[config.mk]
export PLATFORM = sky130hd
export DESIGN_NAME = aes_ctrl
export DESIGN_NICKNAME = d
export VERILOG_FILES = /design/src/hw/rtl/aes_pkg.sv /design/src/hw/rtl/aes_ctrl.sv
export SDC_FILE = /design/constraint.sdc
export NUM_CORES = 1
export LEC_CHECK = 0
export BUFFER_PORTS_ARGS = -buffer_cell sky130_fd_sc_hd__buf_4
export CAP_MARGIN = 20
export CELL_PAD_IN_SITES_DETAIL_PLACEMENT = 0
export CELL_PAD_IN_SITES_GLOBAL_PLACEMENT = 2
export CORE_MARGIN = 2
export CORE_UTILIZATION = 18
export CTS_CLUSTER_DIAMETER = 100
export DETAILED_ROUTE_END_ITERATION = 8
export PLACE_DENSITY_LB_ADDON = 0.25
export SETUP_SLACK_MARGIN = 0.4
export SKIP_LAST_GASP = 1
export SLEW_MARGIN = 20
export SYNTH_ARGS = -nofsm -noshare
export SYNTH_HDL_FRONTEND = slang
export SYNTH_SLANG_ARGS = --single-unit
[constraint.sdc]
create_clock -name i_clk -period 1 [get_ports i_clk]
set_input_delay 0.05 -clock i_clk [delete_from_list [all_inputs] [get_ports i_clk]]
set_output_delay 0.05 -clock i_clk [all_outputs]
set_load 0.02 [all_outputs]
[src/hw/rtl/aes_pkg.sv]
// Package for the AES-128 block encryption core.
// Holds the S-box, round helpers, command codes and the control struct.
`default_nettype none
package aes_pkg;
    localparam int ROUNDS     = 10;
    localparam int KEY_WORDS  = 2 * (ROUNDS + 1);
    localparam int KADDR_W    = $clog2(KEY_WORDS);
    localparam int RCNT_W     = $clog2(ROUNDS + 1);

    localparam logic CMD_LOAD    = 1'b0;
    localparam logic CMD_ENCRYPT = 1'b1;

    typedef struct packed {
        logic                start;   // load plaintext, xor round key 0
        logic                round;   // run one cipher round
        logic                last;    // final round, no MixColumns
        logic [RCNT_W-1:0]   key_sel; // round key to apply
        logic                kwr;     // write one key half
        logic [KADDR_W-1:0]  kaddr;   // key half address for the write
    } t_ctl;

    function automatic logic [7:0] sbox(input logic [7:0] x);
        logic [7:0] t [256];
        t = '{
        8'h63,8'h7c,8'h77,8'h7b,8'hf2,8'h6b,8'h6f,8'hc5,8'h30,8'h01,8'h67,8'h2b,8'hfe,8'hd7,8'hab,8'h76,
        8'hca,8'h82,8'hc9,8'h7d,8'hfa,8'h59,8'h47,8'hf0,8'had,8'hd4,8'ha2,8'haf,8'h9c,8'ha4,8'h72,8'hc0,
        8'hb7,8'hfd,8'h93,8'h26,8'h36,8'h3f,8'hf7,8'hcc,8'h34,8'ha5,8'he5,8'hf1,8'h71,8'hd8,8'h31,8'h15,
        8'h04,8'hc7,8'h23,8'hc3,8'h18,8'h96,8'h05,8'h9a,8'h07,8'h12,8'h80,8'he2,8'heb,8'h27,8'hb2,8'h75,
        8'h09,8'h83,8'h2c,8'h1a,8'h1b,8'h6e,8'h5a,8'ha0,8'h52,8'h3b,8'hd6,8'hb3,8'h29,8'he3,8'h2f,8'h84,
        8'h53,8'hd1,8'h00,8'hed,8'h20,8'hfc,8'hb1,8'h5b,8'h6a,8'hcb,8'hbe,8'h39,8'h4a,8'h4c,8'h58,8'hcf,
        8'hd0,8'hef,8'haa,8'hfb,8'h43,8'h4d,8'h33,8'h85,8'h45,8'hf9,8'h02,8'h7f,8'h50,8'h3c,8'h9f,8'ha8,
        8'h51,8'ha3,8'h40,8'h8f,8'h92,8'h9d,8'h38,8'hf5,8'hbc,8'hb6,8'hda,8'h21,8'h10,8'hff,8'hf3,8'hd2,
        8'hcd,8'h0c,8'h13,8'hec,8'h5f,8'h97,8'h44,8'h17,8'hc4,8'ha7,8'h7e,8'h3d,8'h64,8'h5d,8'h19,8'h73,
        8'h60,8'h81,8'h4f,8'hdc,8'h22,8'h2a,8'h90,8'h88,8'h46,8'hee,8'hb8,8'h14,8'hde,8'h5e,8'h0b,8'hdb,
        8'he0,8'h32,8'h3a,8'h0a,8'h49,8'h06,8'h24,8'h5c,8'hc2,8'hd3,8'hac,8'h62,8'h91,8'h95,8'he4,8'h79,
        8'he7,8'hc8,8'h37,8'h6d,8'h8d,8'hd5,8'h4e,8'ha9,8'h6c,8'h56,8'hf4,8'hea,8'h65,8'h7a,8'hae,8'h08,
        8'hba,8'h78,8'h25,8'h2e,8'h1c,8'ha6,8'hb4,8'hc6,8'he8,8'hdd,8'h74,8'h1f,8'h4b,8'hbd,8'h8b,8'h8a,
        8'h70,8'h3e,8'hb5,8'h66,8'h48,8'h03,8'hf6,8'h0e,8'h61,8'h35,8'h57,8'hb9,8'h86,8'hc1,8'h1d,8'h9e,
        8'he1,8'hf8,8'h98,8'h11,8'h69,8'hd9,8'h8e,8'h94,8'h9b,8'h1e,8'h87,8'he9,8'hce,8'h55,8'h28,8'hdf,
        8'h8c,8'ha1,8'h89,8'h0d,8'hbf,8'he6,8'h42,8'h68,8'h41,8'h99,8'h2d,8'h0f,8'hb0,8'h54,8'hbb,8'h16};
        return t[x];
    endfunction

    function automatic logic [7:0] xtime(input logic [7:0] x);
        return {x[6:0], 1'b0} ^ (x[7] ? 8'h1b : 8'h00);
    endfunction

    // Byte n of the state sits at bits 127-8n..120-8n.
    function automatic logic [127:0] round_fn(input logic [127:0] s, input logic last);
        logic [7:0] b [16];
        logic [7:0] t [16];
        logic [7:0] a0, a1, a2, a3, al;
        logic [127:0] o;
        for (int n = 0; n < 16; n++) b[n] = s[127-8*n -: 8];
        for (int c = 0; c < 4; c++)
            for (int r = 0; r < 4; r++)
                t[r+4*c] = sbox(b[r + 4*((c+r) & 3)]);
        if (!last) begin
            for (int c = 0; c < 4; c++) begin
                a0 = t[4*c]; a1 = t[4*c+1]; a2 = t[4*c+2]; a3 = t[4*c+3];
                al = a0 ^ a1 ^ a2 ^ a3;
                t[4*c]   = a0 ^ al ^ xtime(a0 ^ a1);
                t[4*c+1] = a1 ^ al ^ xtime(a1 ^ a2);
                t[4*c+2] = a2 ^ al ^ xtime(a2 ^ a3);
                t[4*c+3] = a3 ^ al ^ xtime(a3 ^ a0);
            end
        end
        for (int n = 0; n < 16; n++) o[127-8*n -: 8] = t[n];
        return o;
    endfunction
endpackage
`default_nettype wire

[src/hw/rtl/aes_ctrl.sv]
// Sequencer for the AES core: accepts words and steps the rounds.
// Depends on aes_pkg.
`default_nettype none
module aes_ctrl (
    input  wire logic                  i_clk,
    input  wire logic                  i_rst_n,
    input  wire logic                  i_valid,
    input  wire logic                  i_cmd,
    input  wire logic [3:0]            i_key_index,
    input  wire logic                  i_key_half,
    output logic                       o_ready,
    input  wire logic                  i_out_busy,
    output logic                       o_done,
    output aes_pkg::t_ctl              o_ctl
);
    typedef enum logic {S_IDLE, S_RUN} t_state;
    t_state r_state, n_state;
    logic [aes_pkg::RCNT_W-1:0] r_rnd, n_rnd;
    logic acc;

    // A new word waits until the previous result has left the output stage.
    assign o_ready = (r_state == S_IDLE) && !i_out_busy;
    assign acc     = i_valid && o_ready;

    always_comb begin
        n_state = r_state;
        n_rnd   = r_rnd;
        o_ctl   = '0;
        o_done  = 1'b0;
        case (r_state)
            S_IDLE: begin
                if (acc && i_cmd == aes_pkg::CMD_ENCRYPT) begin
                    o_ctl.start = 1'b1;
                    n_rnd   = aes_pkg::RCNT_W'(1);
                    n_state = S_RUN;
                end else if (acc && i_key_index <= 4'(aes_pkg::ROUNDS)) begin
                    o_ctl.kwr   = 1'b1;
                    o_ctl.kaddr = aes_pkg::KADDR_W'({i_key_index, i_key_half});
                end
            end
            S_RUN: begin
                o_ctl.round   = 1'b1;
                o_ctl.key_sel = r_rnd;
                o_ctl.last    = (r_rnd == aes_pkg::RCNT_W'(aes_pkg::ROUNDS));
                n_rnd = r_rnd + 1'b1;
                if (o_ctl.last) begin
                    o_done  = 1'b1;
                    n_state = S_IDLE;
                end
            end
            default: n_state = S_IDLE;
        endcase
    end

    always_ff @(posedge i_clk) begin
        if (!i_rst_n) begin
            r_state <= S_IDLE;
            r_rnd   <= '0;
        end else begin
            r_state <= n_state;
            r_rnd   <= n_rnd;
        end
    end
endmodule
`default_nettype wire

# [Yosys cells after proc, flatten, opt, wreduce, memory -nomap -nowiden]
# Cells that the tools add are included.
[classes] n_addsub=1 magnitude_cmp=1 eq_ne=2 n_mux=12 bitwise_logic=1 n_reduce_logical=5
[op_table] cell="$mux 6" count=4
[op_table] cell="$pmux 4 s2" count=1
[op_table] cell="$mux 1" count=5
[op_table] cell="$add 4x1->4 const B" count=1
[op_table] cell="$eq 4x4->1 const B" count=1
[op_table] cell="$le 4x4->1 const B" count=1
[op_table] cell="$logic_and 1x1->1" count=4
[op_table] cell="$mux 4" count=1
[op_table] cell="$ne 2x1->1 const B" count=1
[op_table] cell="$pmux 1 s2" count=1
[op_table] cell="$logic_not 1->1" count=1
[op_table] cell="$not 1->1" count=1
[totals] regBits=5 in_bits=10 output_inout_bits=15 wordCells=24

# [Longest topological paths before layout]
# Gate-level depths: netlist of the first run.
[depth] word_depth=7 mapped_depth=5 ltp_nobuf=5

# [Worst setup path after synthesis of the first run]
# OpenSTA, ideal clock, no wires.
[synth_timing] path_kind="register to output" from="register r_rnd[1] in the netlist's numbering" to="output port o_ctl[10] in the netlist's numbering" arrival_ns=1.383 path_slack_ns=-0.433 path_stages_with_launch=4 n_path_buf=1 path_cell_list="dfxtp_1 -> ha_1 -> nor3b_1 -> buf_4"
[synth_lines] item="start: declaration" line_no="aes_ctrl.sv:18" text="logic [aes_pkg::RCNT_W-1:0] r_rnd, n_rnd;"
[synth_lines] item="start signal: assignment" line_no="aes_ctrl.sv:61" text="r_rnd <= n_rnd;"
[synth_lines] item="end: declaration" line_no="aes_ctrl.sv:14" text="output aes_pkg::t_ctl o_ctl"

==> results of run 1 <==
per-layer routing:
layer	GRT usage	share of wire
met5	0	0
met4	0.0139	0
met3	0.0625	0.060
met2	0.114	0.49
met1	0.132	0.45
power by group through the flow:
stage	registers (mW)	logic [mW]	clock network (mW)
finish	0.219	0.195	0.240
global route	0.219	0.210	0.278
CTS	0.218	0.187	0.250
detailed placement	0.221	0.140	0
global placement	0.221	0.140	0
floorplan	0.219	0.0715	0
cell families after synthesis:
| logic type | share of synthesized area |
|---|---|
| AO/OA/AOI/OAI | 0.130 |
| XOR/XNOR | 0.0228 |
| adder cells (fa/ha/maj) | 0.0651 |
| buffers and inverters | 0.0945 |
| flip-flops | 0.261 |
| AND/OR/NAND/NOR | 0.427 |
stage by stage:
stage | power (mW) | area, um^2
6_report | 0.654 | 891
3_3_place_gp | 0.361 | 684
4_1_cts | 0.656 | 855
2_1_floorplan | 0.290 | 453
5_1_grt | 0.708 | 891
3_5_place_dp | 0.361 | 684
registers in the layout, indices dropped and copies added (netlist names):
register,flops
r_rnd,4
r_state,1
cells in the final DEF, fill, tap and decap left out, types with 2 or more instances in the layout:
cell      netlist  layout
o21ai_0         2       2
and2_4          0       3
clkbuf_4        0       3
nor2b_1         2       2
dfxtp_1         5       2
inv_2           0       2
buf_6           0      18
and3_4          0       4
dfxtp_4         0       2
nor3b_1         4       3
a21oi_1         2       2
buf_4           2      20
what timing repair did:
| item | CTS | global route |
|---|---|---|
| setup endpoints to repair | 20 | 20 |
| setup buffers | 7 | 2 |
| hold endpoints to repair | 0 | 0 |
| resized for setup | 25 | 5 |
| pin swaps | 5 | 5 |
final cells by class:
cell class | instances | area, um^2
inverters | 3 | 11.3
well taps | 27 | 33.8
flip-flops and latches | 5 | 109
clock buffers | 4 | 26.3
multi-input cells | 35 | 343
repair buffers | 39 | 368
fillers | 204 | 1090
worst max-delay path by stage:
stage / start / endpoint / slack, ns
after global routing: r_state / o_ctl[0] / -0.46
after floorplan: r_state / r_rnd[3] / -0.18
final: r_state / o_ctl[0] / -0.40
after detailed placement: r_state / r_rnd[3] / -0.19
after global placement: r_state / o_ctl[0] / -0.18
after CTS: r_state / o_ctl[0] / -0.41
==> summary.txt, run 1 <==
Run status
  – Outcome: finished with violations
  – Violations in the final reports: setup timing

Floorplanning
  – Die X: 50.2 um
  – Initial Util: 0.194
  – Core area: 0.00198 mm^2
  – I/O Pins: 25
  – Die height: 50.2 um
  – Die area: 0.00252 mm^2
  – Row cnt: 16

Critical path
  – FF-to-FF setup slack: -0.28 ns
  – Reg2reg start: r_state
  – Worst Path Buf+Inv: 1
  – Critical path fanouts, max: 4
  – Crit path max-delay family: simple AND/OR/NAND/NOR gates
  – R2R cell count: 5
  – Reg2reg end: r_rnd[3]
  – Max stage delay on crit path: 0.36 ns
  – CP Class: reg2out
  – Stages on the worst setup path: 4
  – Worst EP required: 0.95 ns
  – Critical path capture point type: primary output
  – Worst path slowest cell: dfxtp_4
  – CP cell instances: nor4b_4, o21a_2, and2_4, buf_6
  – Worst path arrival time: 1.35 ns
  – Startpoint Class: flop

Yosys
  – Gate Count Post-Synth: 47
  – Top-count cell post-synth: dfxtp_1
  – Post-synthesis area per instance: 8.17 um^2
  – Ys Warns: 0
  – Area of the mapped netlist: 384 um^2
  – FFs w/ async S/R, synth: 0
  – Synth cell types: 23
  – Cell taking the most area after synthesis: dfxtp_1
  – Post-synth top cells: 5 x dfxtp_1, 4 x and2_1, 4 x and3_1, 4 x nor3b_1, 3 x inv_1
  – Primary FF master, synth: dfxtp_1
  – Dominant cells by area after synthesis: dfxtp_1 26%, nor3b_1 7.8%, and2_1 6.5%
  – Post-synth top area share: 0.261
  – Net Count, Synth: 59
  – Register bit total from synthesis: 5
  – Post-synth EDFFs: 0
  – Register area share after synthesis: 0.261

STA
  – Clock skew: 0.000253 ns
  – Hold slack: 0.0477 ns
  – Setup violations, final: 20
  – Max Clock Freq: 716 MHz
  – Final hold violations: 0
  – Crit share post-route: 1.40
  – Fin worst setup slack: -0.398 ns
  – Min Tclk post-route: 1.40 ns
  – Slew HR: 0.794
  – Pins Over Slew Limit: 0
  – TNS Setup: -5.31 ns
  – RSZ-0062 raised after global routing: true
  – Least-Margin Pin Slew: 0.308 ns

Pwr
  – Cell Pwr Density: 734 mW/mm^2
  – Switching Fraction: 0.279
  – Power Internal: 0.472 mW
  – Clock share of power: 0.367
  – Sequential share of power: 0.334
  – Sw power: 0.182 mW
  – VDD IR max: 0.000854 V
  – Combinational power share: 0.299
  – P_leak: 0.414 nW

CTS
  – CTS hold repair buffers: 0
  – Cts bufs inserted: 3
  – Clock Latency Late Sink: 0.24 ns
  – Clock-pin slew on the worst setup and hold paths: 0.05 ns
  – Buffer depth of the longest clock path: 2
  – CTS H-tree lvls: 1
  – TritonCTS clock tree: yes
  – CTS Sinks: 5
  – Clock root buffer: clkbuf_4

Cells and area
  – Non-filler cells in the finished layout: 113
  – Share of cells above drive strength 1: 0.744
  – N_diodes: 0
  – Layout Utilization: 0.449
  – Nets: 99
  – Layout area overhead: 132%

Global route
  – GRT Total Usage: 0.0928
  – Largest net degree at the start of global routing: 7
  – Vias in the first global route: 384
  – Initial antenna violation count: 0
  – First-pass GRT wire length: 1780 um
  – GRT overflow: 0

Drt
  – Via Count: 477
  – Drt initial violations: 3
  – Drt pass-1 iters: 4
  – Antenna-violating nets left: 0
  – Via/cell ratio: 4.22
  – Final WL: 1140 um
  – Wire length per cell: 10.1 um
  – Residual DRC: 0

Hold path
  – Hold path depth: 2
  – HP Class: in2reg
  – Worst hold start: i_rst_n
  – Hold EP: r_rnd[1]

Placed design
  – IO Port Bufs: 24
  – Worst slack, placed: -0.191 ns
  – GP Congestion: 0.689
  – Post-DP HPWL: 793 um
  – Placed Cells: 100

Flow run
  – Max-cap viol count: 0
Power figures use the tool's default switching activity.
==> inputs of run 2 (changes only) <==
==> constraint.sdc (replaced) <==
create_clock -name i_clk -period 1 [get_ports i_clk]
set_input_delay 0.15 -clock i_clk [delete_from_list [all_inputs] [get_ports i_clk]]
set_output_delay 0.15 -clock i_clk [all_outputs]
set_load 0.02 [all_outputs]
==> summary.txt, run 2 (synthesized netlist as in run 1, its figures left out) <==
STA
  – Least-Margin Pin Slew: 0.288 ns (-0.0201 ns)
  – Clock skew: 0.00169 ns (+0.00144 ns)
  – Min Tclk post-route: 1.45 ns (+0.0559 ns)
  – Crit share post-route: 1.45 (+0.0559)
  – Hold slack: 0.148 ns (+0.100 ns)
  – RSZ-0062 raised after global routing: true
  – Setup violations, final: 20 (unchanged)
  – Final hold violations: 0 (unchanged)
  – Slew HR: 0.807 (+0.0134)
  – Pins Over Slew Limit: 0 (unchanged)
  – TNS Setup: -5.64 ns (-0.329 ns)
  – Fin worst setup slack: -0.453 ns (-0.0559 ns)
  – Max Clock Freq: 688 MHz (-3.8%)

Critical path
  – Critical path capture point type: primary output
  – Startpoint Class: flop
  – Max stage delay on crit path: 0.35 ns (about the same)
  – Worst path slowest cell: dfxtp_2
  – CP cell instances: buf_4, nand2_1, nor3b_4, buf_4
  – Most frequent cell on the critical path: buf_4
  – CP Class: reg2out
  – Worst path arrival time: 1.30 ns (-0.05 ns)
  – Worst EP required: 0.85 ns (-0.10 ns)
  – Critical path fanouts, max: 13 (+9)

Cells and area
  – Largest register FFs: 4 (unchanged)
  – Top flop regs: r_rnd x4, r_state x1
  – Most common library cell in the layout ignoring fill and taps: buf_4
  – Nets: 94 (-5.1%)
  – Layout Utilization: 0.382 (-0.0676)
  – N_diodes: 0 (unchanged)
  – Top reg by flops: r_rnd
  – Layout area overhead: 97.1%
  – Share of cells above drive strength 1: 0.704 (-0.0405)
  – Non-filler cells in the finished layout: 108 (-4.4%)
  – Most frequent cells in the layout: 29 x buf_4, 5 x buf_6, 4 x and3_2, 3 x nor3b_1, 3 x clkbuf_4

Pwr
  – Power Internal: 0.450 mW (-4.7%)
  – Clock share of power: 0.389 (+0.022)
  – VDD IR max: 0.000420 V (-51%)
  – Power, Total: 0.619 mW (-5.4%)
  – Combinational power share: 0.264 (-0.035)
  – P_leak: 0.360 nW (-13%)
  – Switching Fraction: 0.273 (-0.00523)
  – Cell Pwr Density: 817 mW/mm^2 (+11%)
  – Sw power: 0.169 mW (-7.2%)
  – Sequential share of power: 0.347 (+0.013)

Drt
  – Drt initial violations: 3 (unchanged)
  – Via/cell ratio: 4.21 (-0.20%)
  – Via Count: 455 (-4.6%)
  – Antenna-violating nets left: 0 (unchanged)
  – Final WL: 1070 um (-6.5%)
  – Residual DRC: 0 (unchanged)
  – Wire length per cell: 9.89 um (-2.2%)
  – Drt pass-1 iters: 2 (-2)

CTS
  – Buffer depth of the longest clock path: 2 (unchanged)
  – TritonCTS clock tree: yes
  – Clock root buffer: clkbuf_4
  – CTS Sinks: 5 (unchanged)
  – Clock Latency Late Sink: 0.24 ns (about the same)
  – CTS H-tree lvls: 1 (unchanged)
  – Cts bufs inserted: 3 (unchanged)
  – Clock-pin slew on the worst setup and hold paths: 0.05 ns (about the same)

Global route
  – Vias in the first global route: 456 (+19%)
  – GRT Total Usage: 0.0952 (+0.00239)
  – Initial antenna violation count: 0 (unchanged)
  – GRT overflow: 0 (unchanged)
  – Largest net degree at the start of global routing: 14 (+7)
  – First-pass GRT wire length: 1810 um (+1.5%)

Floorplanning
  – Die X: 50.2 um (unchanged)
  – Core area: 0.00198 mm^2 (unchanged)
  – I/O Pins: 25 (unchanged)
  – Initial Util: 0.194 (unchanged)
  – Row cnt: 16 (unchanged)
  – Die height: 50.2 um (unchanged)
  – Die area: 0.00252 mm^2 (unchanged)

Run status
  – Outcome: finished with violations
  – Violations in the final reports: setup timing

Placed design
  – GP Congestion: 0.649 (-5.9%)
  – IO Port Bufs: 24 (unchanged)
  – Placed Cells: 102 (+2.0%)

Hold path
  – HP Class: in2reg

Flow run
  – Max-cap viol count: 0 (unchanged)
## run 2: cell count changes in the layout (fill, tap and decap cells not counted), moves of 4 or more
cell | before | now
and3_4 | 4 | 0
buf_4 | 20 | 29
and3_2 | 0 | 4
buf_6 | 18 | 5
## run 2: area by class of cell
class	count	area, um^2
Clock buffer	4	26.3
Fill cell	214	1220
Inverter	3	11.3
Multi-Input combinational cell	35	305
Sequential cell	5	106
Tap cell	27	33.8
Timing Repair Buffer	34	274
## run 2: worst paths after layout
check                start  endpoint  slack, ns  cells after the start
setup / recovery   r_state    o_done      -0.45                      4
hold / removal     i_rst_n  r_rnd[1]       0.15                      2
setup reg to reg   r_state  r_rnd[1]      -0.17                      5
hold reg to reg   r_rnd[2]  r_rnd[2]       0.66                      2
## run 2: worst max-delay path, delay by kind of cell, from the launching register on
kind / cells / cell delay (ns)
buffers and inverters: 2 / 0.37
flip-flops: 1 / 0.35
AND/OR/NAND/NOR: 2 / 0.34
## run 2: per-layer routing
layer / share of wire / up-vias / global-route usage
li1: - / 233 / -
met1: 0.45 / 205 / 0.104
met2: 0.47 / 13 / 0.154
met3: 0.064 / 4 / 0.0387
met4: 0.016 / 0 / 0.0556
met5: 0 / - / 0
## run 2: power by group through the flow
stage	clock (mW)	combinational [mW]	sequential, mW
5_1_grt	0.269	0.179	0.215
4_1_cts	0.255	0.159	0.214
3_3_place_gp	0	0.152	0.218
3_5_place_dp	0	0.153	0.218
6_report	0.241	0.163	0.215
2_1_floorplan	0	0.0718	0.219
## run 2: stage by stage
stage          instance area [um^2]  worst slack (ns)
2_1_floorplan                   447            -0.222
3_3_place_gp                    693            -0.251
3_5_place_dp                    693            -0.277
4_1_cts                         734            -0.479
5_1_grt                         757            -0.546
6_report                        757            -0.453
## run 2: what timing repair did
| action | 4_1_cts | 5_1_grt |
|---|---|---|
| endpoints found under the setup margin | 20 | 20 |
| setup buffers | 1 | 1 |
| hold buffers | 0 | 0 |
| pin swaps | 1 | 1 |
| resized for setup | 2 | 4 |
==> inputs of run 3 (changes only) <==
--- a/config.mk
+++ b/config.mk
@@ -5,13 +5,14 @@
 export SDC_FILE = /design/constraint.sdc
 export NUM_CORES = 1
 export LEC_CHECK = 0
-export BUFFER_PORTS_ARGS = -buffer_cell sky130_fd_sc_hd__buf_4
+export BUFFER_PORTS_ARGS = -buffer_cell sky130_fd_sc_hd__buf_2
 export CAP_MARGIN = 20
 export CELL_PAD_IN_SITES_DETAIL_PLACEMENT = 0
 export CELL_PAD_IN_SITES_GLOBAL_PLACEMENT = 2
 export CORE_MARGIN = 2
 export CORE_UTILIZATION = 18
 export CTS_CLUSTER_DIAMETER = 100
+export CTS_CLUSTER_SIZE = 8
 export DETAILED_ROUTE_END_ITERATION = 8
 export PLACE_DENSITY_LB_ADDON = 0.25
 export SETUP_SLACK_MARGIN = 0.4
==> summary.txt, run 3 (synthesized netlist as in run 1, its figures left out) <==
Flow run
  – Max-cap viol count: 0 (unchanged)

Placed design
  – Post-DP HPWL: 792 um
  – IO Port Bufs: 24 (unchanged)
  – Area after DPL: 626 um^2 (-9.7%)
  – Worst slack, placed: -0.275 ns (+0.00217 ns)
  – GP Congestion: 0.683 (+5.3%)

Drt
  – Residual DRC: 0 (unchanged)
  – Antenna-violating nets left: 0 (unchanged)
  – Drt initial violations: 4 (+1)
  – Wire length per cell: 9.39 um (-5.1%)
  – Final WL: 1010 um (-5.1%)
  – Via/cell ratio: 4.18 (-0.88%)
  – Via Count: 451 (-0.88%)
  – Drt pass-1 iters: 4 (+2)

Global route
  – GRT overflow: 0 (unchanged)
  – Vias in the first global route: 422 (-7.5%)
  – Largest net degree at the start of global routing: 13 (-1)
  – GRT Total Usage: 0.0942 (-0.00108)
  – Initial antenna violation count: 0 (unchanged)
  – First-pass GRT wire length: 1790 um (-1.1%)

Critical path
  – Max stage delay on crit path: 0.35 ns (about the same)
  – Stages on the worst setup path: 4 (unchanged)
  – R2R cell count: 5 (unchanged)
  – Critical path capture point type: primary output
  – Worst EP required: 0.85 ns (about the same)
  – Worst Path Buf+Inv: 1 (-1)
  – CP Class: reg2out
  – Critical path fanouts, max: 5 (-8)
  – Worst path slowest cell: dfxtp_4
  – Startpoint Class: flop
  – Crit path max-delay family: simple AND/OR/NAND/NOR gates
  – Worst path arrival time: 1.30 ns (about the same)
  – CP cell instances: nor4b_4, o21a_2, and2_4, buf_6

Pwr
  – Clock share of power: 0.393 (+0.004)
  – Cell Pwr Density: 813 mW/mm^2 (-0.57%)
  – P_leak: 0.358 nW (-0.35%)
  – VDD IR max: 0.000590 V (+41%)
  – Switching Fraction: 0.277 (+0.00360)
  – Sequential share of power: 0.351 (+0.004)
  – Power Internal: 0.439 mW (-2.4%)
  – Combinational power share: 0.256 (-0.008)
  – Sw power: 0.168 mW (-0.60%)
  – Power, Total: 0.607 mW (-1.9%)

STA
  – Fin worst setup slack: -0.453 ns (+0.000680 ns)
  – TNS Setup: -5.55 ns (+0.0837 ns)
  – Pins Over Slew Limit: 0 (unchanged)
  – Final hold violations: 0 (unchanged)
  – Max Clock Freq: 688 MHz (about the same)
  – Slew HR: 0.814 (+0.00738)
  – RSZ-0062 raised after global routing: true
  – Crit share post-route: 1.45 (about the same)
  – Hold slack: 0.168 ns (+0.0198 ns)
  – Setup violations, final: 20 (unchanged)
  – Min Tclk post-route: 1.45 ns (-0.000680 ns)
  – Least-Margin Pin Slew: 0.277 ns (-0.0110 ns)
  – Clock skew: 0.000200 ns (-0.00149 ns)

Floorplanning
  – Die height: 50.2 um (unchanged)
  – Die area: 0.00252 mm^2 (unchanged)
  – I/O Pins: 25 (unchanged)
  – Die X: 50.2 um (unchanged)
  – Initial Util: 0.194 (unchanged)
  – Core area: 0.00198 mm^2 (unchanged)
  – Row cnt: 16 (unchanged)

Cells and area
  – Top flop regs: r_rnd x4, r_state x1
  – Top reg by flops: r_rnd
  – Final instance area: 747 um^2 (-1.3%)
  – Most frequent cells in the layout: 14 x buf_2, 11 x buf_4, 9 x buf_6, 4 x and3_2, 3 x clkbuf_4
  – Largest register FFs: 4 (unchanged)
  – Nets: 94 (unchanged)
  – Fillcell total: 225 (+5.1%)
  – Most common library cell in the layout ignoring fill and taps: buf_2
  – Area of the multi-input gates: 313 um^2 (+2.5%)
  – Layout area overhead: 94.5%
  – N_diodes: 0 (unchanged)
  – Share of cells above drive strength 1: 0.728 (+0.0247)
  – Register Area: 109 um^2 (+2.4%)

CTS
  – CTS hold repair buffers: 0 (unchanged)
  – Buffer depth of the longest clock path: 2 (unchanged)
  – Clock Latency Late Sink: 0.24 ns (about the same)
  – CTS H-tree lvls: 1 (unchanged)
  – Clock root buffer: clkbuf_4
  – Clock-pin slew on the worst setup and hold paths: 0.04 ns (about the same)
  – Cts bufs inserted: 3 (unchanged)
  – CTS Sinks: 5 (unchanged)
  – TritonCTS clock tree: yes

Run status
  – Outcome: finished with violations
  – Violations in the final reports: setup timing

Hold path
  – Hold path depth: 2 (unchanged)
  – HP Class: in2reg
[run 3: power groups by stage]
| stage | sequential (mW) | combinational [mW] | clock (mW) |
|---|---|---|---|
| 2_1_floorplan | 0.219 | 0.0718 | 0 |
| 3_3_place_gp | 0.218 | 0.131 | 0 |
| 3_5_place_dp | 0.218 | 0.131 | 0 |
| 4_1_cts | 0.213 | 0.157 | 0.251 |
| 5_1_grt | 0.214 | 0.170 | 0.269 |
| 6_report | 0.213 | 0.155 | 0.238 |
[run 3: final timing paths]
kind	from	endpoint	slack, ns
min reg2reg	r_rnd[1]	r_rnd[1]	0.69
max	r_state	o_ctl[0]	-0.45
min	i_rst_n	r_rnd[1]	0.17
max reg2reg	r_state	r_rnd[3]	-0.27
[run 3: what timing repair did]
item                                    4_1_cts  5_1_grt
gates cloned                                  0        0
pin swaps                                     2        0
setup buffers                                 3        0
gates resized for setup                      21        2
endpoints found under the setup margin       20       20
[run 3: through the flow]
step | util | cells
after floorplan | - | 47
after global placement | 0.316 | 101
after detailed placement | 0.316 | 101
after CTS | 0.374 | 108
after global routing | 0.377 | 108
final | 0.377 | 108
[run 3: worst register-to-register path: cells and delay by family, from the launching register on]
family	cells	cell delay [ns]
AOI/OAI and AO/OA	1	0.22
buffers and inverters	2	0.28
DFF	1	0.35
and+or+nand+nor	2	0.30
[run 3: cell type report]
type | count | share of cell area
Multi-Input combinational cell | 35 | 0.419
Timing Repair Buffer | 34 | 0.340
Sequential cell | 5 | 0.146
Tap cell | 27 | 0.0452
Clock buffer | 4 | 0.0352
Inverter | 3 | 0.0151
[run 3: metal layers]
| layer | vias up | global-route usage | share of wire |
|---|---|---|---|
| met5 | - | 0 | 0 |
| met3 | 0 | 0.0476 | 0.070 |
| met1 | 208 | 0.109 | 0.46 |
| met2 | 13 | 0.151 | 0.47 |
| met4 | 0 | 0.0278 | 0 |
| li1 | 230 | - | - |
